## src/design/quic_cid_socket_steering_unit_assert.svh

```systemverilog
// ----------------------------------------------------------------------------
// QUIC CID socket steering: assertion macros
// Shared concurrent assertion forms for the steering unit modules.
// ----------------------------------------------------------------------------
`ifndef QUIC_CID_SOCKET_STEERING_UNIT_ASSERT_SVH
`define QUIC_CID_SOCKET_STEERING_UNIT_ASSERT_SVH

// Same-cycle implication, checked outside of reset
`define QCSS_ASSERT_SAME(lbl, clk, rstn, ante, cons) \
  lbl: assert property (@(posedge clk) disable iff (!rstn) (ante) |-> (cons)) \
    else $error("qcss same-cycle check failed");

// Next-cycle implication, checked outside of reset
`define QCSS_ASSERT_NEXT(lbl, clk, rstn, ante, cons) \
  lbl: assert property (@(posedge clk) disable iff (!rstn) (ante) |=> (cons)) \
    else $error("qcss next-cycle check failed");

`endif

```

## src/design/qcss_pkg.sv

```systemverilog
// ----------------------------------------------------------------------------
// QUIC CID socket steering package
// Constants, codes and shared types of the steering unit.
// ----------------------------------------------------------------------------
package qcss_pkg;

  // Sizing
  localparam int MAX_SOCKETS      = 64;
  localparam int HEADER_WINDOW    = 32;
  localparam int UDP_HEADER_BYTES = 8;
  localparam int FULL_LENGTH      = UDP_HEADER_BYTES + HEADER_WINDOW;
  localparam int POS_W            = $clog2(FULL_LENGTH + 1);

  // Field widths
  localparam int BYTE_W      = 8;
  localparam int HASH_W      = 32;
  localparam int SEL_W       = 7;
  localparam int COUNT_W     = 7;
  localparam int MASK_W      = 64;
  localparam int SOCK_IDX_W  = 6;
  localparam int CNT_W       = 64;

  // Header layout (offsets inside the QUIC header)
  localparam int Q_OFF_HDR      = 0;
  localparam int Q_OFF_BYTE1    = 1;
  localparam int Q_OFF_MID_LO   = 2;
  localparam int Q_OFF_MID_HI   = 4;
  localparam int Q_OFF_DCID_LEN = 5;
  localparam int SCID_BASE      = 7;
  localparam int LONG_HEADER_BIT = 7;
  localparam logic [BYTE_W-1:0] HASH_LOW_MASK = 8'hFF;

  // Counter map
  localparam int CNT_DEPTH  = 67;
  localparam int CNT_ADDR_W = $clog2(CNT_DEPTH);
  localparam logic [CNT_ADDR_W-1:0] CNT_TOTAL      = CNT_ADDR_W'(64);
  localparam logic [CNT_ADDR_W-1:0] CNT_SHORT      = CNT_ADDR_W'(65);
  localparam logic [CNT_ADDR_W-1:0] CNT_SELECT_ERR = CNT_ADDR_W'(66);

  localparam logic [COUNT_W-1:0] DEFAULT_SOCKETS = COUNT_W'(4);

  // Job queue between front and back
  localparam int QUEUE_DEPTH = 4;
  localparam int QPTR_W      = $clog2(QUEUE_DEPTH);
  localparam int QCNT_W      = $clog2(QUEUE_DEPTH + 1);

  // Modulo unit: one dividend bit per cycle
  localparam int DIV_STEPS = HASH_W;
  localparam int DIV_CNT_W = $clog2(DIV_STEPS);

  // Configuration register indexes
  localparam int CFG_IDX_W = 1;
  localparam int CFG_W     = 64;
  localparam logic [CFG_IDX_W-1:0] CFG_SOCKET_COUNT = 1'b0;
  localparam logic [CFG_IDX_W-1:0] CFG_PRESENT_MASK = 1'b1;

  typedef enum logic {
    REQ_PACKET  = 1'b0,
    REQ_COUNTER = 1'b1
  } req_kind_e;

  // One queued job: a finished datagram or a counter read
  typedef struct packed {
    req_kind_e             kind;
    logic [HASH_W-1:0]     dividend;
    logic                  short_fb;
    logic                  far_fb;
    logic [SEL_W-1:0]      sel;
  } job_t;

endpackage

```

## src/design/qcss_front.sv

```systemverilog
// ----------------------------------------------------------------------------
// QUIC CID socket steering: front end
// Takes one byte per transfer, keeps the header bytes that matter and turns
// each finished datagram or counter read into a queued job.
// ----------------------------------------------------------------------------
module qcss_front (
  input  logic                        clk_i,
  input  logic                        rst_ni,
  input  logic                        accept_i,
  input  logic                        req_type_i,
  input  logic [qcss_pkg::BYTE_W-1:0] data_byte_i,
  input  logic                        last_i,
  input  logic [qcss_pkg::HASH_W-1:0] flow_hash_i,
  input  logic [qcss_pkg::SEL_W-1:0]  counter_select_i,
  output logic                        job_we_o,
  output qcss_pkg::job_t              job_o
);

  logic [qcss_pkg::POS_W-1:0]  pos_q, pos_d;
  logic [qcss_pkg::BYTE_W-1:0] hdr_q, hdr_d;
  logic [qcss_pkg::BYTE_W-1:0] byte1_q, byte1_d;
  logic [qcss_pkg::BYTE_W-1:0] mid0_q, mid0_d;
  logic [qcss_pkg::BYTE_W-1:0] mid1_q, mid1_d;
  logic [qcss_pkg::BYTE_W-1:0] mid2_q, mid2_d;
  logic [qcss_pkg::BYTE_W-1:0] dcid_q, dcid_d;
  logic [qcss_pkg::BYTE_W-1:0] src_q, src_d;

  logic                        pkt_acc;
  logic                        in_win;
  logic [qcss_pkg::POS_W-1:0]  q_off;
  logic [qcss_pkg::BYTE_W-1:0] scid_off_cur;
  logic [qcss_pkg::BYTE_W-1:0] scid_off_new;
  logic [qcss_pkg::POS_W-1:0]  pos_next;
  logic                        is_short;
  logic                        is_long;
  logic                        is_far;
  logic [qcss_pkg::BYTE_W-1:0] shard;

  assign pkt_acc = accept_i && (qcss_pkg::req_kind_e'(req_type_i) == qcss_pkg::REQ_PACKET);
  assign in_win  = (pos_q >= qcss_pkg::POS_W'(qcss_pkg::UDP_HEADER_BYTES)) &&
                   (pos_q <  qcss_pkg::POS_W'(qcss_pkg::FULL_LENGTH));
  assign q_off   = pos_q - qcss_pkg::POS_W'(qcss_pkg::UDP_HEADER_BYTES);
  assign scid_off_cur = dcid_q + qcss_pkg::BYTE_W'(qcss_pkg::SCID_BASE);

  // Byte position, saturating at the end of the window
  assign pos_next = (pos_q < qcss_pkg::POS_W'(qcss_pkg::FULL_LENGTH)) ?
                    pos_q + qcss_pkg::POS_W'(1) : pos_q;

  // Capture the header bytes this byte lands on
  always_comb begin
    hdr_d   = hdr_q;
    byte1_d = byte1_q;
    mid0_d  = mid0_q;
    mid1_d  = mid1_q;
    mid2_d  = mid2_q;
    dcid_d  = dcid_q;
    src_d   = src_q;
    if (in_win) begin
      priority if (q_off == qcss_pkg::POS_W'(qcss_pkg::Q_OFF_HDR)) begin
        hdr_d = data_byte_i;
      end else if (q_off == qcss_pkg::POS_W'(qcss_pkg::Q_OFF_BYTE1)) begin
        byte1_d = data_byte_i;
      end else if (q_off == qcss_pkg::POS_W'(qcss_pkg::Q_OFF_MID_LO)) begin
        mid0_d = data_byte_i;
      end else if (q_off == qcss_pkg::POS_W'(qcss_pkg::Q_OFF_MID_LO + 1)) begin
        mid1_d = data_byte_i;
      end else if (q_off == qcss_pkg::POS_W'(qcss_pkg::Q_OFF_MID_HI)) begin
        mid2_d = data_byte_i;
      end else if (q_off == qcss_pkg::POS_W'(qcss_pkg::Q_OFF_DCID_LEN)) begin
        dcid_d = data_byte_i;
      end else if (qcss_pkg::BYTE_W'(q_off) == scid_off_cur) begin
        src_d = data_byte_i;
      end
    end
  end

  // Classify the datagram from the header as it stands after this byte
  assign is_short     = pos_next < qcss_pkg::POS_W'(qcss_pkg::FULL_LENGTH);
  assign is_long      = hdr_d[qcss_pkg::LONG_HEADER_BIT];
  assign scid_off_new = dcid_d + qcss_pkg::BYTE_W'(qcss_pkg::SCID_BASE);
  assign is_far       = is_long &&
                        (scid_off_new >= qcss_pkg::BYTE_W'(qcss_pkg::HEADER_WINDOW));

  // Source CID byte; a wrapped offset points back at an earlier byte
  always_comb begin
    priority if (!is_long) begin
      shard = byte1_d;
    end else if (scid_off_new == qcss_pkg::BYTE_W'(qcss_pkg::Q_OFF_HDR)) begin
      shard = hdr_d;
    end else if (scid_off_new == qcss_pkg::BYTE_W'(qcss_pkg::Q_OFF_BYTE1)) begin
      shard = byte1_d;
    end else if (scid_off_new == qcss_pkg::BYTE_W'(qcss_pkg::Q_OFF_MID_LO)) begin
      shard = mid0_d;
    end else if (scid_off_new == qcss_pkg::BYTE_W'(qcss_pkg::Q_OFF_MID_LO + 1)) begin
      shard = mid1_d;
    end else if (scid_off_new == qcss_pkg::BYTE_W'(qcss_pkg::Q_OFF_MID_HI)) begin
      shard = mid2_d;
    end else if (scid_off_new == qcss_pkg::BYTE_W'(qcss_pkg::Q_OFF_DCID_LEN)) begin
      shard = dcid_d;
    end else begin
      shard = src_d;
    end
  end

  // Job for the back end
  assign job_we_o = accept_i &&
                    ((qcss_pkg::req_kind_e'(req_type_i) == qcss_pkg::REQ_COUNTER) || last_i);

  always_comb begin
    job_o          = '0;
    job_o.kind     = qcss_pkg::req_kind_e'(req_type_i);
    job_o.sel      = counter_select_i;
    job_o.short_fb = is_short;
    job_o.far_fb   = !is_short && is_far;
    priority if (is_short) begin
      job_o.dividend = flow_hash_i;
    end else if (is_far) begin
      job_o.dividend = qcss_pkg::HASH_W'(flow_hash_i[qcss_pkg::BYTE_W-1:0] &
                                          qcss_pkg::HASH_LOW_MASK);
    end else begin
      job_o.dividend = qcss_pkg::HASH_W'(shard);
    end
  end

  // Datagram state; cleared after the last byte
  always_ff @(posedge clk_i or negedge rst_ni) begin
    if (!rst_ni) begin
      pos_q   <= '0;
      hdr_q   <= '0;
      byte1_q <= '0;
      mid0_q  <= '0;
      mid1_q  <= '0;
      mid2_q  <= '0;
      dcid_q  <= '0;
      src_q   <= '0;
    end else if (pkt_acc) begin
      if (last_i) begin
        pos_q   <= '0;
        hdr_q   <= '0;
        byte1_q <= '0;
        mid0_q  <= '0;
        mid1_q  <= '0;
        mid2_q  <= '0;
        dcid_q  <= '0;
        src_q   <= '0;
      end else begin
        pos_q   <= pos_next;
        hdr_q   <= hdr_d;
        byte1_q <= byte1_d;
        mid0_q  <= mid0_d;
        mid1_q  <= mid1_d;
        mid2_q  <= mid2_d;
        dcid_q  <= dcid_d;
        src_q   <= src_d;
      end
    end
  end

endmodule

```

## config.mk

```make
export PLATFORM = sky130hd
export DESIGN_NAME = qcss_front
export DESIGN_NICKNAME = d
export VERILOG_FILES = /design/src/design/quic_cid_socket_steering_unit_assert.svh /design/src/design/qcss_pkg.sv /design/src/design/qcss_front.sv
export SDC_FILE = /design/constraint.sdc
export NUM_CORES = 1
export LEC_CHECK = 0
export ABC_AREA = 1
export BUFFER_PORTS_ARGS = -buffer_cell sky130_fd_sc_hd__buf_4
export CORE_ASPECT_RATIO = 0.6
export CORE_UTILIZATION = 51
export CTS_CLUSTER_SIZE = 30
export DETAILED_ROUTE_END_ITERATION = 6
export GPL_TIMING_DRIVEN = 1
export PLACE_DENSITY = 0.78
export SLEW_MARGIN = 15
export SYNTH_ARGS = -nofsm -noshare
export SYNTH_HDL_FRONTEND = slang
export SYNTH_SLANG_ARGS = --single-unit
```

## constraint.sdc

```tcl
create_clock -name clk_i -period 3 [get_ports clk_i]
set_clock_uncertainty 0.05 [all_clocks]
set_input_delay 0.3 -clock clk_i [delete_from_list [all_inputs] [get_ports clk_i]]
set_output_delay 0.3 -clock clk_i [all_outputs]
set_load 0.005 [all_outputs]
```

==> run metrics <==
CTS sink cnt=between 60 and 70; vias in the first global route=~5500; Hold WS=0.00934 ns; Ports=95; failing checks=setup timing; Pre-Repair DR Iteration Count=7; vias per cell=roughly 5.9; syn avg cell area=approximately 6.6 um^2; final core occ=between 70% and 80%; total track usage=38.9%; number of synthesized flops with an enable pin=0; Initial Util=between 50% and 60%; initial antenna violation count=0; worst-skew pair later-pin latency=approximately 0.34 ns; Ant. Diodes=0; critical path required time=~2.7 ns; Slew Viols, Final=0; Synth Instances=a little over 700; crit-path cells=buf_4, nand2_1, inv_2, nand2_2, a21oi_4, nor2_4, buf_12, nand3_4, o21ai_4, inv_2, nor2_4, nand2_2, nand2_4, nand2_4, inv_4, nand3_2, buf_12, nor2_1, nor2_1, nand2_1, nand2_1, nand2_1, buf_4; H-tree depth=3; Final nets=between 900 and 1000; clock root cell=clkbuf_16; crit path kind=reg -> out; Async S/R FF share, synth=100%; Tcrit/Tclk final=126%; Clock power frac=45.8%; # rows=26; Worst path max stage delay=roughly 0.43 ns; Max-Cap Viols=0; final setup vio count=9; wire length of the first global-routing pass=28700 um; CP top delay family=simple AND/OR/NAND/NOR gates; cell area after synthesis=~4700 um^2; Via Count=between 5000 and 6000; global route overflow=0; relative slew slack=between 40 and 50%; setup ws final=-0.783 ns; Core ar.=a little under 9000 um^2; share of cells above drive strength 1=between 30% and 40%; post-synthesis register bit count=a little over 60; drt drc=0; outcome=complete, but fails checks; combinational share of power=17.4%; CP startpoint kind=register; Critical Path Sink Type=primary output; number of buffers created by CTS=9; Mapped Nets=between 700 and 800; CTS tree=yes; Net Sw Frac=a little over a quarter; Power Total=around 0.0023 W; DR WL/cell=between 15 and 20 um; CP Max Fanout=7; port bufs=80; largest net degree at the start of global routing=63; Worst IR Drop VDD=about 0.35 mV; Pwr Density=roughly 340 nW/um^2; sequential area share after synthesis=33.0%; Compound-Gate Fraction of Synth Area=20.6%; Ys Warns=0; Arr. time, crit path=~3.4 ns; width of the chip=~130 um; multiplexer share of the synthesized area=0%; 1st-iter DRT viols=roughly 790; Synth Area in XOR/XNOR=~1.5%; setup TNS=-6.35 ns; clock tree buffer depth=2; Internal Pwr Total=around 0.0017 W; Critical Path Most Common Cell=nand2_1; Total Wirelength=~19000 um; most common cell after layout, fill and taps aside=buf_4; Slowest cell on crit path=dfrtp_2; adder-cell area share of the yosys netlist=roughly 2.1%; RSZ-0062 raised after global routing=yes; commonest cells after routing, fill and taps aside=buf_4, nand2_1, inv_1, o21ai_0, dfrtp_1; die area=slightly below 10000 um^2; Reg power frac=approximately 37%; dpl hpwl=approximately 13000 um; Routed Antenna Nets=0; Lkg Pwr=3.51 nW; Tmin final=approximately 3.8 ns; GPL Wtd Cong=roughly 0.97; Buf/Inv on CP=7; switching power=around 0.00062 W; Worst-path clk slew=0.06 ns; largest family of logic cells by synthesized area=simple AND/OR/NAND/NOR gates; FMAX=roughly 0.26 GHz; Area growth, synth to finish=47.8%; Hold/Removal Path Class=in -> async; Fin. Hold Viols=0; die height=76.4 um; library cells used by synthesis=45; post-synthesis simple-gate area fraction=approximately 30%; Worst Max-Slew Pin Slew=around 0.84 ns; top_reg_cell synth=dfrtp_1
## final timing paths
kind	start	endpoint	slack (ns)	cells past startpoint
worst max register to register	pos_q[3]$_DFFE_PN0P_	src_q[3]$_DFFE_PN0P_	0.15	17
worst max-delay path	pos_q[3]$_DFFE_PN0P_	job_o[13]	-0.78	23
worst min register to register	mid1_q[0]$_DFFE_PN0P_	mid1_q[0]$_DFFE_PN0P_	0.45	2
min in group clk_i	last_i	pos_q[2]$_DFFE_PN0P_	0.23	3
max in group asynchronous	rst_ni	pos_q[3]$_DFFE_PN0P_	2.29	1
worst min-delay path	rst_ni	mid2_q[6]$_DFFE_PN0P_	0.009	1
## layer usage
| metal | global-route usage (%) | vias to the layer above | share of wire, % |
|---|---|---|---|
| met2 | 57.5 | 395 | 43 |
| met4 | 11.0 | 0 | 2.6 |
| met1 | 53.8 | 2755 | 41 |
| li1 | - | 2679 | - |
| met5 | 0 | - | 0 |
| met3 | 13.3 | 70 | 13 |
## power groups by stage
stage | logic, W | registers [W] | clock network (W)
4_1_cts | 0.000381 | 0.000860 | 0.00107
2_1_floorplan | 0.000134 | 0.000872 | 0
3_3_place_gp | 0.000331 | 0.000872 | 0
5_1_grt | 0.000430 | 0.000861 | 0.00110
6_report | 0.000407 | 0.000860 | 0.00107
3_5_place_dp | 0.000340 | 0.000873 | 0
## state kept, by name, indices dropped and copies added, names as in the netlist
signal   flops
byte1_q      8
mid1_q       8
dcid_q       8
mid2_q       8
pos_q        6
hdr_q        8
src_q        8
mid0_q       8
## final cells by class
cell class                      instances  area, um^2
Multi-Input combinational cell        502        2920
Fill cell                             588        1770
Timing Repair Buffer                  203        1600
Sequential cell                        62        1550
Inverter                              112         430
Clock buffer                           13         260
Tap cell                              112         140
Clock inverter                          3        42.5
## cells by family (layout without fill, tap and decap cells)
| group | after synthesis | in the layout |
|---|---|---|
| flip-flops | 62 | 62 |
| buffers and inverters | 148 | 331 |
| XOR/XNOR | 8 | 8 |
| AO/OA/AOI/OAI | 173 | 173 |
| adder cells (fa/ha/maj) | 8 | 8 |
| AND/OR/NAND/NOR | 311 | 313 |
## synthesized netlist by cell type, types with 4 or more instances
| cell | number | share of area, % |
|---|---|---|
| buf_4 | 10 | 1.6 |
| clkbuf_1 | 23 | 1.8 |
| dfrtp_1 | 62 | 33 |
| nor2_1 | 62 | 5.0 |
| a21oi_1 | 19 | 2.0 |
| inv_2 | 10 | 0.80 |
| a31oi_1 | 6 | 0.80 |
| nand4_1 | 5 | 0.67 |
| o21ai_1 | 9 | 0.96 |
| nand2_1 | 173 | 14 |
| xor2_1 | 7 | 1.3 |
| o22ai_1 | 36 | 4.8 |
| nand3_2 | 4 | 0.85 |
| o21ai_0 | 90 | 9.6 |
| or2_2 | 5 | 0.67 |
| ha_1 | 8 | 2.1 |
| nand3_1 | 34 | 3.6 |
| inv_1 | 101 | 8.1 |
| nand2_2 | 8 | 1.1 |
## what timing repair did
action                     in CTS  in global routing
gates resized for setup        57                 32
setup buffers                  16                  3
hold buffers                    0                  0
setup endpoints to repair      33                 33
pin swaps                      18                 21
gates cloned                    2                  0
## per-stage QoR
| stage | std cells | worst slack (ns) | cell area, um^2 |
|---|---|---|---|
| finish | 1007 | -0.783 | 6950 |
| detailed placement | 970 | -0.436 | 6100 |
| floorplan | 710 | -0.0456 | 4760 |
| global route | 1007 | -0.939 | 6950 |
| global placement | 970 | -0.334 | 6100 |
| CTS | 1004 | -0.557 | 6810 |
No activity file was read; power rests on OpenSTA's default activity.
