`config.mk`:
```
export PLATFORM = sky130hd
export DESIGN_NAME = qcss_fifo
export DESIGN_NICKNAME = d
export VERILOG_FILES = /design/src/design/quic_cid_socket_steering_unit_assert.svh /design/src/design/qcss_pkg.sv /design/src/design/qcss_fifo.sv
export SDC_FILE = /design/constraint.sdc
export NUM_CORES = 1
export LEC_CHECK = 0
export ABC_CLOCK_PERIOD_IN_PS = 2490
export BUFFER_PORTS_ARGS = -buffer_cell sky130_fd_sc_hd__buf_2
export CORE_UTILIZATION = 27
export CTS_CLUSTER_DIAMETER = 50
export DETAILED_ROUTE_END_ITERATION = 8
export HOLD_SLACK_MARGIN = 0.1
export PLACE_DENSITY = 0.52
export SLEW_MARGIN = 20
export SYNTH_ARGS = -nofsm -noshare
export SYNTH_HDL_FRONTEND = slang
export SYNTH_SLANG_ARGS = --single-unit
```
`constraint.sdc`:
```
create_clock -name clk_i -period 2.49 [get_ports clk_i]
set_input_delay 0.3735 -clock clk_i [delete_from_list [all_inputs] [get_ports clk_i]]
set_output_delay 0.3735 -clock clk_i [all_outputs]
set_load 0.1 [all_outputs]
```
`src/design/quic_cid_socket_steering_unit_assert.svh`:
```
// ----------------------------------------------------------------------------
// QUIC CID socket steering: assertion macros
// Shared concurrent assertion forms for the steering unit modules.
// ----------------------------------------------------------------------------
`ifndef QUIC_CID_SOCKET_STEERING_UNIT_ASSERT_SVH
`define QUIC_CID_SOCKET_STEERING_UNIT_ASSERT_SVH

// Same-cycle implication, checked outside of reset
`define QCSS_ASSERT_SAME(lbl, clk, rstn, ante, cons) \
  lbl: assert property (@(posedge clk) disable iff (!rstn) (ante) |-> (cons)) \
    else $error("qcss same-cycle check failed");

// Next-cycle implication, checked outside of reset
`define QCSS_ASSERT_NEXT(lbl, clk, rstn, ante, cons) \
  lbl: assert property (@(posedge clk) disable iff (!rstn) (ante) |=> (cons)) \
    else $error("qcss next-cycle check failed");

`endif

```
`src/design/qcss_pkg.sv`:
```
// ----------------------------------------------------------------------------
// QUIC CID socket steering package
// Constants, codes and shared types of the steering unit.
// ----------------------------------------------------------------------------
package qcss_pkg;

  // Sizing
  localparam int MAX_SOCKETS      = 64;
  localparam int HEADER_WINDOW    = 32;
  localparam int UDP_HEADER_BYTES = 8;
  localparam int FULL_LENGTH      = UDP_HEADER_BYTES + HEADER_WINDOW;
  localparam int POS_W            = $clog2(FULL_LENGTH + 1);

  // Field widths
  localparam int BYTE_W      = 8;
  localparam int HASH_W      = 32;
  localparam int SEL_W       = 7;
  localparam int COUNT_W     = 7;
  localparam int MASK_W      = 64;
  localparam int SOCK_IDX_W  = 6;
  localparam int CNT_W       = 64;

  // Header layout (offsets inside the QUIC header)
  localparam int Q_OFF_HDR      = 0;
  localparam int Q_OFF_BYTE1    = 1;
  localparam int Q_OFF_MID_LO   = 2;
  localparam int Q_OFF_MID_HI   = 4;
  localparam int Q_OFF_DCID_LEN = 5;
  localparam int SCID_BASE      = 7;
  localparam int LONG_HEADER_BIT = 7;
  localparam logic [BYTE_W-1:0] HASH_LOW_MASK = 8'hFF;

  // Counter map
  localparam int CNT_DEPTH  = 67;
  localparam int CNT_ADDR_W = $clog2(CNT_DEPTH);
  localparam logic [CNT_ADDR_W-1:0] CNT_TOTAL      = CNT_ADDR_W'(64);
  localparam logic [CNT_ADDR_W-1:0] CNT_SHORT      = CNT_ADDR_W'(65);
  localparam logic [CNT_ADDR_W-1:0] CNT_SELECT_ERR = CNT_ADDR_W'(66);

  localparam logic [COUNT_W-1:0] DEFAULT_SOCKETS = COUNT_W'(4);

  // Job queue between front and back
  localparam int QUEUE_DEPTH = 4;
  localparam int QPTR_W      = $clog2(QUEUE_DEPTH);
  localparam int QCNT_W      = $clog2(QUEUE_DEPTH + 1);

  // Modulo unit: one dividend bit per cycle
  localparam int DIV_STEPS = HASH_W;
  localparam int DIV_CNT_W = $clog2(DIV_STEPS);

  // Configuration register indexes
  localparam int CFG_IDX_W = 1;
  localparam int CFG_W     = 64;
  localparam logic [CFG_IDX_W-1:0] CFG_SOCKET_COUNT = 1'b0;
  localparam logic [CFG_IDX_W-1:0] CFG_PRESENT_MASK = 1'b1;

  typedef enum logic {
    REQ_PACKET  = 1'b0,
    REQ_COUNTER = 1'b1
  } req_kind_e;

  // One queued job: a finished datagram or a counter read
  typedef struct packed {
    req_kind_e             kind;
    logic [HASH_W-1:0]     dividend;
    logic                  short_fb;
    logic                  far_fb;
    logic [SEL_W-1:0]      sel;
  } job_t;

endpackage

```
`src/design/qcss_fifo.sv`:
```
// ----------------------------------------------------------------------------
// QUIC CID socket steering: job queue
// Short first-in first-out queue of jobs between front and back end.
// ----------------------------------------------------------------------------
module qcss_fifo (
  input  logic           clk_i,
  input  logic           rst_ni,
  input  logic           push_i,
  input  qcss_pkg::job_t data_i,
  output logic           full_o,
  input  logic           pop_i,
  output logic           empty_o,
  output qcss_pkg::job_t data_o
);

  qcss_pkg::job_t                entry_q [qcss_pkg::QUEUE_DEPTH];
  logic [qcss_pkg::QPTR_W-1:0]   wr_ptr_q, rd_ptr_q;
  logic [qcss_pkg::QCNT_W-1:0]   cnt_q;
  logic                          do_push, do_pop;

  assign full_o  = cnt_q == qcss_pkg::QCNT_W'(qcss_pkg::QUEUE_DEPTH);
  assign empty_o = cnt_q == '0;
  assign do_push = push_i && !full_o;
  assign do_pop  = pop_i && !empty_o;
  assign data_o  = entry_q[rd_ptr_q];

  // Entry storage
  always_ff @(posedge clk_i) begin
    if (do_push) begin
      entry_q[wr_ptr_q] <= data_i;
    end
  end

  // Pointers and fill level
  always_ff @(posedge clk_i or negedge rst_ni) begin
    if (!rst_ni) begin
      wr_ptr_q <= '0;
      rd_ptr_q <= '0;
      cnt_q    <= '0;
    end else begin
      if (do_push) begin
        wr_ptr_q <= wr_ptr_q + qcss_pkg::QPTR_W'(1);
      end
      if (do_pop) begin
        rd_ptr_q <= rd_ptr_q + qcss_pkg::QPTR_W'(1);
      end
      if (do_push && !do_pop) begin
        cnt_q <= cnt_q + qcss_pkg::QCNT_W'(1);
      end else if (do_pop && !do_push) begin
        cnt_q <= cnt_q - qcss_pkg::QCNT_W'(1);
      end
    end
  end

endmodule

```
==> metrics.txt, run 1 <==
Mapped Avg Cell Area 25.6 µm²; vias in the first global route 3240; Cells after Synth 256; initial antenna violation count 1; worst flop-to-flop path startpoint cnt_q[0]; Max Root-Sink Buffers 2; Post-Synth Simple-Gate Area 0.00955; cell taking the most area after synthesis edfxtp_1; DRT antenna net count 0; Synth Area in Adders 0.0126; Seq/Total Area, Yosys 0.797; worst hold path class input pin to flop; Routed wire per std cell 17.9 µm; CP Class flop to output port; gr usage total 0.107; share of post-route cells with drive strength above 1 0.474; Crit path depth 3; root buffer cell clkbuf_16; Worst Tran Pin Value 0.507 ns; IO buf count 89; endpoint class of the critical path output port; status complete, no violations; top cells by area, synth edfxtp_1, mux4_2, dfrtp_1; Area Overhead vs Synth 21.6%; clk slew on worst S/H paths 0.07 ns; global-route wire length before repair 18900 µm; max cap viols 0; CP max-delay cell mux4_1; synthesized flop and latch total 175; Synth Area in XOR/XNOR 0.00803; final setup vio count 0; crit path DAT 1.99 ns; DIE HEIGHT 158 µm; Synth Area in Compound Gates 0; largest net degree at the start of global routing 39; prevailing post-synth register cell edfxtp_1; count leader, synth edfxtp_1; DRT iter0 DRCs 120; first drt pass iteration count 3; top cell type's share of synthesized area 0.770; GRT Residual Overflow 0; Worst path max stage delay 0.59 ns; Total Wirelength 12500 µm; Core Region 23600 µm²; EDFF count, synth 168; H-tree depth 4; slew margin rel. 0.664; post-synth cell types 21; post_cts resized 0; Synth top cells by count edfxtp_1, mux4_2, dfrtp_1; Reg2Reg Setup Slack 0.38 ns; multiplexer share of the synthesized area 0.151; largest family of logic cells by synthesized area multiplexers; FF-to-FF path depth 8; CP bufs+invs 2; Worst Path Max Fanout 18; clk_lat worst skew 0.41 ns; vias per cell 4.15; crit path to data_o[37]; antenna diode count 0; clk sink count 175; DIE AREA 24900 µm²; Final HPWL DP 7510 µm; CTS tree built; final hold violations 0; Synthesis Warnings 0; final worst path period share 0.948; Cell Chain, Critical Path buf_12, mux4_1, buf_2; Site Rows 56; Chip Width 158 µm; Fmax achieved 424 MHz; fin util 0.337; routability congestion estimate 0.613; async set-or-reset flop fraction in the synthesized netlist 0.0400; RR Endpoint cnt_q[2]; skew final 0.00789 ns; Synthesized Nets 308; DRC viols 0; nets 419; CTS Buf Count 17; Max Slew Vio Count 0; RSZ-0062 raised after global routing false; fin crit period 2.36 ns; post-synth design cell area 6550 µm²; vias 2900; delay-heaviest family, CP multiplexers; Startpoint Class flop; worst setup path startpoint rd_ptr_q[0]; # IOs 90; Critical Path RT 2.12 ns; initial core utilization 0.277; TNS Setup 0 ns
[registers in the layout, summed over array words and instances, names as in the netlist]
register  cells
entry_q     168
cnt_q         3
rd_ptr_q      2
wr_ptr_q      2
[cell families after synthesis]
logic type / after synthesis
XOR/XNOR: 6
adder cells (fa/ha/maj): 6
multiplexers: 44
buffers and inverters: 15
AND/OR/NAND/NOR: 10
flip-flops: 175
[metrics by stage]
stage / instances / setup slack, ns / hold WS (ns) / instance area [µm²]
2_1_floorplan: 256 / -0.0808 / 0.0779 / 6570
3_3_place_gp: 665 / 0.379 / 0.226 / 7420
3_5_place_dp: 665 / 0.362 / 0.229 / 7420
4_1_cts: 699 / 0.0878 / 0.146 / 7960
5_1_grt: 699 / 0.0523 / 0.148 / 7960
6_report: 699 / 0.131 / 0.167 / 7960
[metal layers]
| layer | routed length (µm) | global-route usage |
|---|---|---|
| met5 | 13 | 0 |
| met4 | 195 | 0.0402 |
| met3 | 504 | 0.0342 |
| met2 | 6280 | 0.177 |
| met1 | 5480 | 0.130 |
[worst min-delay path by stage]
stage / startpoint / to / slack (ns) / cells past startpoint
2_1_floorplan: rst_ni / cnt_q[0] / 0.08 / 0
3_3_place_gp: rst_ni / cnt_q[1] / 0.23 / 1
3_5_place_dp: rst_ni / wr_ptr_q[1] / 0.23 / 1
4_1_cts: data_i[17] / entry_q[1][17] / 0.15 / 1
5_1_grt: data_i[16] / entry_q[1][16] / 0.15 / 1
6_report: data_i[17] / entry_q[0][17] / 0.17 / 1
[what timing repair did]
| action | CTS | global route |
|---|---|---|
| hold buffers | 1 | 0 |
| endpoints found under the hold margin | 7 | 0 |
| setup endpoints to repair | 24 | 0 |
| setup buffers | 1 | 0 |
[cells in the final DEF, fill, tap and decap left out, types with 2 or more instances in the layout]
cell type	count
and2_2	4
clkbuf_16	17
xnor2_1	4
ha_1	4
clkinv_1	2
buf_4	10
mux4_1	4
edfxtp_1	168
clkinvlp_4	5
xor2_1	2
buf_2	89
clkinv_2	4
dfrtp_1	5
mux4_2	38
inv_1	3
buf_12	3
inv_6	3
[layout make-up]
type,count,area (µm²)
Tap cell,319,399
Clock buffer,18,429
Clock inverter,14,91.3
Sequential cell,175,5230
Fill cell,2245,15700
Timing Repair Buffer,103,591
Inverter,4,15.0
Multi-Input combinational cell,66,1210
Power of run 1 is left out: the tool's default activity adds up to more than one toggle a clock period on the data nets, which glitch-free logic cannot reach.
==> inputs of run 2 (changes only) <==
Settings changed: CORE_MARGIN set to 2, RECOVER_POWER set to 100.
==> run 2 against run 1 <==
- design area grew 0.24%
- core utilization grew 0.079 points
- wire length increased by 2.3%
- fmax fell by 1.5%
- final cell count up 0.29%
- register-to-register slack got worse by 0.12 ns
- first-iteration DRC count increased by 6.7%
- hold slack improved by 0.044 ns
- critical path depth unchanged
- clock skew up 0.0033 ns
- sequential cell count stayed put
==> metrics.txt, run 2 (synthesis results as in run 1) <==
nets 420; Max Slew Vio Count 0; global-route wire length before repair 19500 µm; Total Wirelength 12800 µm; setup slack after placement 0.287 ns; worst hold path class input pin to flop; vias in the first global route 3279; post_cts resized 0; commonest non-fill, non-tap cells in the layout edfxtp_1, clkbuf_1, mux4_2, clkbuf_2, buf_2; Hold Crit Start data_i[34]; DRT iter0 DRCs 128; clk sink count 175; first drt pass iteration count 4; max cap viols 0; status complete, no violations; DIE AREA 25500 µm²; worst hold stages 1; root buffer cell clkbuf_16; Critical Path RT 2.12 ns; Routed wire per std cell 18.2 µm; endpoint class of the critical path output port; TNS Setup 0 ns; worst flop-to-flop path startpoint cnt_q[2]; initial core utilization 0.277; RR Endpoint entry_q[3][37]; GRT Residual Overflow 0; Max Root-Sink Buffers 2; # IOs 90; placed cell count 664; Final HPWL DP 7710 µm; Non-Filler Instances 701; Site Rows 56; largest net degree at the start of global routing 40; gr usage total 0.105; clk_lat worst skew 0.42 ns; Reg2Reg Setup Slack 0.26 ns; final worst path period share 0.962; Fmax achieved 417 MHz; CP Class flop to output port; routability congestion estimate 0.646; fin crit period 2.40 ns; Setup WS post-layout 0.0940 ns; register with the most flip-flops entry_q; slew margin rel. 0.607; initial antenna violation count 2; DIE HEIGHT 160 µm; Startpoint Class flop; DRT antenna net count 0; max FFs per register 168; CTS tree built; Worst Tran Pin Value 0.592 ns; final setup vio count 0; vias 2923; FF-to-FF path depth 5; vias per cell 4.17; RSZ-0062 raised after global routing false; share of post-route cells with drive strength above 1 0.342; crit path DAT 2.02 ns; Chip Width 160 µm; H-tree depth 4; final hold violations 0; most common cell after layout, fill and taps aside edfxtp_1; Area Overhead vs Synth 21.8%; hold endpoint entry_q[1][34]; top flop regs entry_q x168, cnt_q x3; Core Region 23600 µm²; IO buf count 89; DRC viols 0; clk slew on worst S/H paths 0.06 ns; CTS Buf Count 17; skew final 0.0112 ns; Worst Path Max Fanout 11
## run 2: worst max path at each step
| stage | cells after the start | slack, ns | startpoint | to |
|---|---|---|---|---|
| 6_report | 3 | 0.09 | rd_ptr_q[0] | data_o[32] |
| 5_1_grt | 3 | 0.01 | rd_ptr_q[0] | data_o[33] |
| 4_1_cts | 3 | 0.08 | rd_ptr_q[0] | data_o[23] |
| 3_5_place_dp | 3 | 0.29 | rd_ptr_q[0] | data_o[20] |
| 3_3_place_gp | 3 | 0.30 | rd_ptr_q[0] | data_o[20] |
| 2_1_floorplan | 7 | -0.08 | cnt_q[1] | cnt_q[1] |
## run 2: cell type report
type | count | area, µm²
multi-input cells | 66 | 1180
flip-flops and latches | 175 | 5230
clock inverters | 12 | 158
clock buffers | 19 | 433
fillers | 2260 | 15600
repair buffers | 104 | 564
well taps | 319 | 399
diodes | 2 | 5.00
inverters | 4 | 15.0
## run 2: metrics by stage
step	util	cell area [µm²]	hold slack [ns]
floorplan	-	6570	0.0779
global route	0.338	7970	0.204
global placement	0.316	7460	0.230
finish	0.338	7980	0.211
CTS	0.343	8100	0.148
detailed placement	0.316	7460	0.230
## run 2: what timing repair did
item / 4_1_cts / 5_1_grt
setup endpoints to repair: 27 / 0
hold endpoints to repair: 7 / 0
hold buffers: 1 / 0
setup buffers: 3 / 0
## run 2: critical path: stages (launching register included)
cell and delay, ns:
dfrtp_4 0.50, buf_12 0.18, mux4_2 0.53, clkbuf_2 0.39
## run 2: per-layer routing
metal	vias up	GRT usage	part of all wire	routed length (µm)
li1	1305	-	-	-
met1	1543	0.121	0.43	5470
met2	67	0.184	0.51	6570
met3	8	0.0392	0.050	635
met4	0	0.0285	0.0075	96
met5	-	0	0	0
Power of run 2 is left out for the same reason.
==> inputs of run 3 (changes only) <==
Settings changed: RECOVER_POWER 100 to 50.
==> run 3 against run 2 <==
- fmax rose by 1.1%
- critical endpoint is now data_o[23]
- first-iteration DRC count rose by 16%
- clock skew barely moved
==> metrics.txt, run 3 (synthesis results as in run 1) <==
status complete, no violations; root buffer cell clkbuf_16; TNS Setup 0 ns; register with the most flip-flops entry_q; Max Slew Vio Count 0; Max Root-Sink Buffers 2; worst hold path class input pin to flop; Chip Width 160 µm; Fmax achieved 422 MHz; DIE AREA 25500 µm²; worst setup path startpoint rd_ptr_q[0]; top flop regs entry_q x168, cnt_q x3; clk sink count 175; share of post-route cells with drive strength above 1 0.345; delay-heaviest family, CP buffers and inverters; commonest non-fill, non-tap cells in the layout edfxtp_1, clkbuf_1, buf_2, mux4_2, clkbuf_16; CP Class flop to output port; CP bufs+invs 2; GRT Residual Overflow 0; Total Wirelength 12800 µm; Area Overhead vs Synth 22.2%; first drt pass iteration count 4; Worst path max stage delay 0.53 ns; # IOs 90; DIE HEIGHT 160 µm; routability congestion estimate 0.646; global-route wire length before repair 19500 µm; initial antenna violation count 2; nets 420; clk slew on worst S/H paths 0.06 ns; max FFs per register 168; final worst path period share 0.952; Startpoint Class flop; largest net degree at the start of global routing 40; fin crit period 2.37 ns; vias 2935; max cap viols 0; Site Rows 56; vias per cell 4.19; Core Region 23600 µm²; initial core utilization 0.277; CTS tree built; Non-Filler Instances 701; DRT antenna net count 0; CP max-delay cell mux4_2; skew final 0.0112 ns; DRT iter0 DRCs 149; placed instance area 7460 µm²; Filler Cells Inserted 2260; final hold violations 0; placed cell count 664; gr usage total 0.105; final setup vio count 0; Routed wire per std cell 18.2 µm; H-tree depth 4; CTS Buf Count 17; post_cts resized 0; IO buf count 89; Final HPWL DP 7710 µm; slew margin rel. 0.649; worst flop-to-flop path startpoint cnt_q[0]; most common cell after layout, fill and taps aside edfxtp_1; vias in the first global route 3279; Cell Chain, Critical Path buf_12, mux4_2, buf_2; Worst Path Max Fanout 17; Hold Crit Start data_i[34]; Worst Tran Pin Value 0.530 ns; Design Area, Final 8000 µm²; DRC viols 0; endpoint class of the critical path output port; clk_lat worst skew 0.42 ns; RSZ-0062 raised after global routing false; Critical Path RT 2.12 ns; crit path DAT 2.00 ns
-- run 3: worst register-to-register path: stages, from the launching register on --
cell	delay (ns)
dfrtp_1	0.44
or3_1	0.45
nand2_1	0.14
ha_1	0.21
inv_2	0.04
fa_1	0.37
xor2_1	0.15
nor2_1	0.11
xor2_1	0.16
-- run 3: layout make-up --
| class | instances | area, µm² | share of cell area |
|---|---|---|---|
| sequential | 175 | 5230 | 0.653 |
| multi-input combinational | 66 | 1180 | 0.147 |
| timing repair buffer | 104 | 591 | 0.0738 |
| clock buffer | 19 | 433 | 0.0541 |
| tap | 319 | 399 | 0.0499 |
| clock inverter | 12 | 158 | 0.0197 |
| inverter | 4 | 15.0 | 0.00188 |
| antenna | 2 | 5.00 | 0.000625 |
-- run 3: what timing repair did --
action                                  CTS  global route
endpoints found under the setup margin   27             0
hold buffers                              1             0
buffers inserted                          3             0
endpoints found under the hold margin     7             0
-- run 3: stage by stage --
step / utilization / hold slack, ns / worst slack (ns)
5_1_grt: 0.339 / 0.204 / 0.0188
3_3_place_gp: 0.316 / 0.230 / 0.297
6_report: 0.339 / 0.211 / 0.120
3_5_place_dp: 0.316 / 0.230 / 0.287
4_1_cts: 0.343 / 0.148 / 0.0750
2_1_floorplan: - / 0.0779 / -0.0808
-- run 3: path summary, 6_finish.rpt --
check | to | slack, ns | cells after the start
max in group asynchronous | rd_ptr_q[0] | 1.69 | 2
hold reg to reg | cnt_q[2] | 0.49 | 1
setup / recovery | data_o[23] | 0.12 | 3
hold / removal | entry_q[1][34] | 0.21 | 1
setup reg to reg | cnt_q[2] | 0.35 | 8
min in group asynchronous | cnt_q[2] | 0.42 | 2
-- run 3: routing by layer --
layer | up-vias | GRT usage | share of wire | wire length [µm]
li1 | 1305 | - | - | -
met1 | 1548 | 0.121 | 0.43 | 5440
met2 | 74 | 0.184 | 0.52 | 6600
met3 | 8 | 0.0392 | 0.051 | 654
met4 | 0 | 0.0285 | 0.0075 | 96
met5 | - | 0 | 0 | 0
Power of run 3 is left out for the same reason.
